`config.mk`:
```
export PLATFORM = sky130hd
export DESIGN_NAME = tpes_ctrl
export DESIGN_NICKNAME = d
export VERILOG_FILES = /design/src/tpes_pkg.sv /design/src/tpes_ctrl.sv
export VERILOG_INCLUDE_DIRS = /design/src /design/src/src
export SDC_FILE = /design/constraint.sdc
export NUM_CORES = 1
export LEC_CHECK = 0
export BUFFER_PORTS_ARGS = -buffer_cell sky130_fd_sc_hd__buf_4
export CORE_AREA = 2 2 39 41
export CTS_CLUSTER_SIZE = 20
export DETAILED_ROUTE_END_ITERATION = 8
export DIE_AREA = 0 0 41 43
export SYNTH_ARGS = -nofsm -noshare
export SYNTH_HDL_FRONTEND = slang
export SYNTH_SLANG_ARGS = --single-unit
```
`constraint.sdc`:
```
create_clock -name clock -period 2.3 [get_ports clock]
set_input_delay 0.46 -clock clock [delete_from_list [all_inputs] [get_ports clock]]
set_output_delay 0.46 -clock clock [all_outputs]
set_load 0.02 [all_outputs]
```
`src/timed_priority_event_scheduler_macros.svh`:
```
// assertion macros for the timed priority event scheduler
`ifndef TIMED_PRIORITY_EVENT_SCHEDULER_MACROS_SVH
`define TIMED_PRIORITY_EVENT_SCHEDULER_MACROS_SVH
`ifndef SYNTH
`define TPES_ASSERT_IMPL(label, clk, rst, ante, cons) \
   label: assert property (@(posedge clk) disable iff (rst) (ante) |-> (cons)) \
      else $error("assertion failed");
`define TPES_ASSERT_NEXT(label, clk, rst, ante, cons) \
   label: assert property (@(posedge clk) disable iff (rst) (ante) |=> (cons)) \
      else $error("assertion failed");
`else
`define TPES_ASSERT_IMPL(label, clk, rst, ante, cons)
`define TPES_ASSERT_NEXT(label, clk, rst, ante, cons)
`endif
`endif

```
`src/tpes_pkg.sv`:
```
// package: types and constants of the timed priority event scheduler
`timescale 1ns / 1ps
package tpes_pkg;
   localparam int READY_DEPTH = 16;
   localparam int WAIT_DEPTH  = 16;
   localparam int TIME_BITS   = 32;
   localparam int TAG_BITS    = 8;
   localparam int PRIO_BITS   = 8;
   localparam int RIDX_BITS   = $clog2(READY_DEPTH);
   localparam int WIDX_BITS   = $clog2(WAIT_DEPTH);
   localparam int RCNT_BITS   = $clog2(READY_DEPTH + 1);
   localparam int WCNT_BITS   = $clog2(WAIT_DEPTH + 1);

   localparam logic [1:0] MODE_NOW   = 2'd0;
   localparam logic [1:0] MODE_TIMED = 2'd1;
   localparam logic [1:0] MODE_DISP  = 2'd2;
   localparam logic [1:0] MODE_STOP  = 2'd3;

   localparam logic [1:0] ST_OK      = 2'd0;
   localparam logic [1:0] ST_FULL    = 2'd1;
   localparam logic [1:0] ST_EMPTY   = 2'd2;
   localparam logic [1:0] ST_STOPPED = 2'd3;

   typedef struct packed {
      logic [1:0]           mode;
      logic [TIME_BITS-1:0] now_time;
      logic [TIME_BITS-1:0] due_time;
      logic [PRIO_BITS-1:0] priority_req;
      logic [TAG_BITS-1:0]  event_tag;
   } req_type;

   typedef struct packed {
      logic [1:0]           status;
      logic                 dispatched;
      logic [TAG_BITS-1:0]  out_tag;
      logic [4:0]           ready_count;
      logic [4:0]           waiting_count;
      logic                 wake_valid;
      logic [TIME_BITS-1:0] wake_time;
   } rsp_type;

   typedef struct packed {
      logic [TIME_BITS-1:0] time_val;
      logic [PRIO_BITS-1:0] prio;
      logic [TAG_BITS-1:0]  tag;
   } entry_type;

   // controller to datapath
   typedef struct packed {
      logic load;        // capture request
      logic ins_ready;   // insert held entry into ready store
      logic ins_wait;    // insert held entry into waiting store
      logic move_one;    // move waiting head into ready store
      logic pop;         // pop ready head to result
      logic set_stop;
      logic [1:0] status;
      logic finish;      // build result
   } cmd_type;

   // datapath to controller
   typedef struct packed {
      logic [1:0] mode;
      logic       stopped;
      logic       ready_full;
      logic       ready_empty;
      logic       wait_full;
      logic       head_due;  // waiting head expired
   } stat_type;
endpackage

```
`src/tpes_ctrl.sv`:
```
// controller: sequences one request through the datapath
`timescale 1ns / 1ps
`include "timed_priority_event_scheduler_macros.svh"
module tpes_ctrl (
   input  logic               clock,
   input  logic               reset,
   input  logic               req_valid,
   output logic               req_stall,
   output logic               rsp_valid,
   input  logic               rsp_stall,
   input  tpes_pkg::stat_type stat,
   output tpes_pkg::cmd_type  cmd
);
   localparam logic [2:0] S_IDLE = 3'd0;
   localparam logic [2:0] S_EXEC = 3'd1;
   localparam logic [2:0] S_MOVE = 3'd2;
   localparam logic [2:0] S_POP  = 3'd3;
   localparam logic [2:0] S_DONE = 3'd4;

   logic [2:0] state_ff, state_in;
   logic [1:0] status_ff, status_in;
   logic       vld_ff, vld_in;

   // the result may be written once the output slot is free or being drained
   logic slot_free;
   logic [3:0] op_vec;
   assign slot_free = !vld_ff || !rsp_stall;
   assign req_stall = !(state_ff == S_IDLE);
   assign op_vec = {cmd.ins_ready, cmd.ins_wait, cmd.move_one, cmd.pop};

   always_comb begin
      state_in  = state_ff;
      status_in = status_ff;
      vld_in    = vld_ff && rsp_stall;
      cmd       = '0;
      cmd.status = status_ff;
      unique case (state_ff)
         S_IDLE: begin
            if (req_valid) begin
               cmd.load = 1'b1;
               state_in = S_EXEC;
            end
         end
         S_EXEC: begin
            status_in = tpes_pkg::ST_OK;
            state_in  = S_DONE;
            unique case (stat.mode)
               tpes_pkg::MODE_NOW: begin
                  if (stat.ready_full) status_in = tpes_pkg::ST_FULL;
                  else cmd.ins_ready = 1'b1;
               end
               tpes_pkg::MODE_TIMED: begin
                  if (stat.wait_full) status_in = tpes_pkg::ST_FULL;
                  else cmd.ins_wait = 1'b1;
               end
               tpes_pkg::MODE_DISP: begin
                  if (stat.stopped) status_in = tpes_pkg::ST_STOPPED;
                  else state_in = S_MOVE;
               end
               default: begin
                  cmd.set_stop = 1'b1;
                  status_in = tpes_pkg::ST_STOPPED;
               end
            endcase
         end
         S_MOVE: begin
            if (stat.head_due && !stat.ready_full) begin
               cmd.move_one = 1'b1;
            end else begin
               state_in = S_POP;
            end
         end
         S_POP: begin
            if (stat.ready_empty) begin
               status_in = tpes_pkg::ST_EMPTY;
            end else begin
               cmd.pop = 1'b1;
               status_in = tpes_pkg::ST_OK;
            end
            state_in = S_DONE;
         end
         S_DONE: begin
            if (slot_free) begin
               cmd.finish = 1'b1;
               vld_in = 1'b1;
               state_in = S_IDLE;
            end
         end
         default: state_in = S_IDLE;
      endcase
   end

   always_ff @(posedge clock) begin
      status_ff <= status_in;
      if (reset) begin
         state_ff <= S_IDLE;
         vld_ff   <= 1'b0;
      end else begin
         state_ff <= state_in;
         vld_ff   <= vld_in;
      end
   end

   assign rsp_valid = vld_ff;

   `TPES_ASSERT_IMPL(a_one_op, clock, reset, 1'b1, $onehot0(op_vec))
   `TPES_ASSERT_IMPL(a_no_move_stopped, clock, reset, cmd.move_one, !stat.stopped && !stat.ready_full)
   `TPES_ASSERT_NEXT(a_load_exec, clock, reset, cmd.load, state_ff == S_EXEC)
   `TPES_ASSERT_IMPL(a_finish_slot, clock, reset, cmd.finish, !vld_ff || !rsp_stall)
endmodule

```
======== Word-level counts from Yosys, hierarchy flattened ========
Cells that the tools add are included.
word-level totals
  bits in registers ....................... 6
  word-level logic and storage cells ...... 53
  bits of input ports ..................... 11
  output and inout port bits .............. 11
operators by class
  multiplexer cells ....................... 29
  equal/unequal tests ..................... 9
  reductions and logical operators ........ 12
operators by type and width
  kind                  count
  $mux W1               18
  $mux W3               5
  $pmux W3 S5           1
  $eq A3 B2 Y1 const B  2
  $mux W2               3
  $ne A2 B2 Y1 const B  3
  $pmux W2 S3           1
  $logic_not A1 Y1      4
  $pmux W2 S2           1
  $eq A3 B1 Y1 const B  1
  $eq A3 B3 Y1 const B  1
  $logic_not A3 Y1      1
  $reduce_and A3 Y1     1
  $reduce_or A3 Y1      1
  $eq A2 B1 Y1 const B  1
  $eq A2 B2 Y1 const B  1
  $logic_and A1 B1 Y1   2
  $logic_not A2 Y1      1
  $reduce_bool A2 Y1    1
  $logic_or A1 B1 Y1    1

======== Longest topological paths before layout ========
  depth in word-level cells ............... 4
  mapped depth ............................ 2
  mapped depth without buffers ............ 2

======== Worst setup path before layout ========
Ideal clock, no wire load.
  path kind ............................... register -> output
  start ................................... register state_ff[0]
  end ..................................... output port cmd[8] in the netlist's numbering
  setup slack ............................. 675 ps
  stages on the path, launching flop included .. 3
  buffers on the path ..................... 0
  arrival time ............................ 1165 ps
  data required time ...................... 1840 ps
  cells stage by stage .................... dfxtp_1 or3_1 nor2_1
RTL lines
  what                    line             text
  from (decl)             tpes_ctrl.sv:20  logic [2:0] state_ff, state_in;
  from (signal assigned)  tpes_ctrl.sv:99  state_ff <= state_in;
  to (decl)               tpes_ctrl.sv:12  output tpes_pkg::cmd_type cmd

==> results.cfg <==
[placed_design]
place_congestion = 0.760
portBuffers = 21
dpl.hpwl_um = 697

[global_route]
gr-usage-all-layers_pct = 11.2
overflow = 0
grt_max_degree = 10
grt_pass1_vias = 299
antenna_found_initial = 0
grt_pass1_wl_um = 1300

[clocking]
ctsRootBufferMaster = clkbuf_4
cts_tree = done
cts_htree_levels = 1
cts_setup_buffers = 0
cts_sinks = 6
clk_path_buf_depth = 2
insertion_delay_ns = 0.26
numCtsBuffers = 3
cts.clk_slew.worst_paths_ns = 0.04
cts.hold.buffers_added = 0
post_cts_resized = 0

[timing]
setup_violations = 0
relSlewSlack_pct = 77.8
finalHoldViolCount = 0
clock_skew_ns = 0.0159
tightest_slew_ns = 0.332
grt_setup_unrepaired = no
max_freq_mhz = 542
drv_slew = 0
fin_crit_ns = 1.84
period_share_pct = 80.2
tns_ns = 0

[setup_path]
crit_type = register to output pin
arrival_ns = 1.38
start_kind = register
slowest_stage = dfxtp_1
rr_worst_depth = 2
crit_chain = or3b_4, a21oi_1, buf_4
endpoint_kind = output pin
slowest_delay_ns = 0.44
path_depth = 3
crit_buf_inv = 1
cpLargestDelayFamily = flip-flops
worstPathMaxFanout = 9
worstPathRequired_ns = 1.84

[layout]
nFillCells = 142
area_growth_pct = 55.1
multi_input_area_um2 = 215
diodes = 0
fin_nets = 75
regArea_um2 = 140
drive_gt1_share_pct = 46.0

[job]
max_cap_viol_count = 0

[power_and_ir_drop]
power_frac_comb_pct = 21.3
sw_frac_of_total_pct = 26.7
power.total_w = 0.000292
p_sw_w = 0.0000778
clockPowerShare_pct = 37.5
peakVddDrop_v = 0.000297
intPower_w = 0.000214
p_leak_nw = 0.276
seqPwrFrac_pct = 41.2
p_per_area_nw_per_um2 = 508

[synthesis]
synth.area.top_cells = dfxtp_1 (22%), edfxtp_1 (16%), nor3_1 (5.4%)
synth_top_cell_by_area = dfxtp_1
mappedNetlistNets = 49
async_flop_share_pct = 0
synth_area_per_cell_um2 = 9.75
yosysTopAreaCellShare_pct = 21.6
yosys_warnings = 0
synth_cell_types = 24
synth_flop_cell = dfxtp_1
ys_top_cells_by_count = dfxtp_1 (4), inv_1 (4), nor3_1 (4)
syn_inst = 38
synth_edf_count = 2
seq_area_frac_synth_pct = 37.8
ys_ff_latch = 6
syn_area_um2 = 370

[min_path]
hold_path.class = input port to register
hold_depth = 2

[drt]
drt-initial-drc-count = 5
vias = 375
routed_wl_um = 892
avgViaCountPerCell = 4.75
route.detailed.drc = 0
dr.pass1.iters = 4
postRouteAntennaNets = 0
wl_per_cell_um = 11.3

[die]
die_y_um = 43
rows = 14
core_area_um2 = 1380
dieWidth_um = 41
fp.dieArea_um2 = 1760
io_pins = 22
initial_core_util_pct = 26.8

[status]
status = complete, no violations
-- flip-flops by register name (all words and copies together) (netlist names) --
register   flops
status_ff      2
rsp_valid      1
state_ff       3
-- metrics by stage --
stage                     util (%)  instance area (um2)  instances  hold slack, ns  worst slack [ns]
after detailed placement      39.6                  548         75           0.515             0.721
final                         41.5                  574         79           0.428             0.455
after global placement        39.6                  548         75           0.519             0.731
after global routing          41.5                  574         79           0.418             0.327
after CTS                     41.5                  574         79           0.421             0.450
after floorplan                  -                  370         38           0.529             0.675
-- power groups by stage --
stage	logic, W	clock network, W	registers, W
after floorplan	0.0000271	0	0.000124
after global placement	0.0000622	0	0.000122
after detailed placement	0.0000627	0	0.000122
after CTS	0.0000630	0.000112	0.000120
after global routing	0.0000675	0.000124	0.000121
final	0.0000623	0.000109	0.000120
-- kinds of logic after synthesis --
kind of cell    count (synthesis)  share of synthesized area [%]
mux                             2                           5.74
flops                           6                           37.8
simple gates                   19                           35.8
buf+inv                         4                           4.05
compound gates                  7                           16.6
-- layer usage --
| metal | global-route usage [%] | vias up | share of wire [%] |
|---|---|---|---|
| li1 | - | 193 | - |
| met2 | 15.0 | 17 | 50 |
| met3 | 7.85 | 0 | 9.3 |
| met5 | 0 | - | 0 |
| met1 | 14.7 | 165 | 41 |
| met4 | 2.00 | 0 | 0 |
-- cell usage in the layout (no fill, tap or decap), drive strengths merged, types with 2 or more instances in the layout --
cell,instances
buf,21
nor3,4
inv,4
dfxtp,4
clkbuf,4
nor2,3
nand3b,2
a21oi,2
edfxtp,2
or3b,2
nor4b,2
-- cell type report --
cell class / count / share of cell area (%)
multi-input combinational: 28 / 37.5
inverter: 4 / 2.61
tap: 16 / 3.49
clock buffer: 4 / 4.58
sequential: 6 / 24.4
timing repair buffer: 21 / 27.5
-- path summary, 6_finish.rpt --
kind	from	slack, ns	endpoint
setup / recovery	state_ff[2]$_SDFFE_PP0P_	0.46	cmd[0]
setup reg to reg	state_ff[2]$_SDFFE_PP0P_	1.16	state_ff[2]$_SDFFE_PP0P_
hold reg to reg	rsp_valid$_SDFF_PP0_	0.52	rsp_valid$_SDFF_PP0_
hold / removal	reset	0.43	rsp_valid$_SDFF_PP0_
No activity file was read; power rests on OpenSTA's default activity.
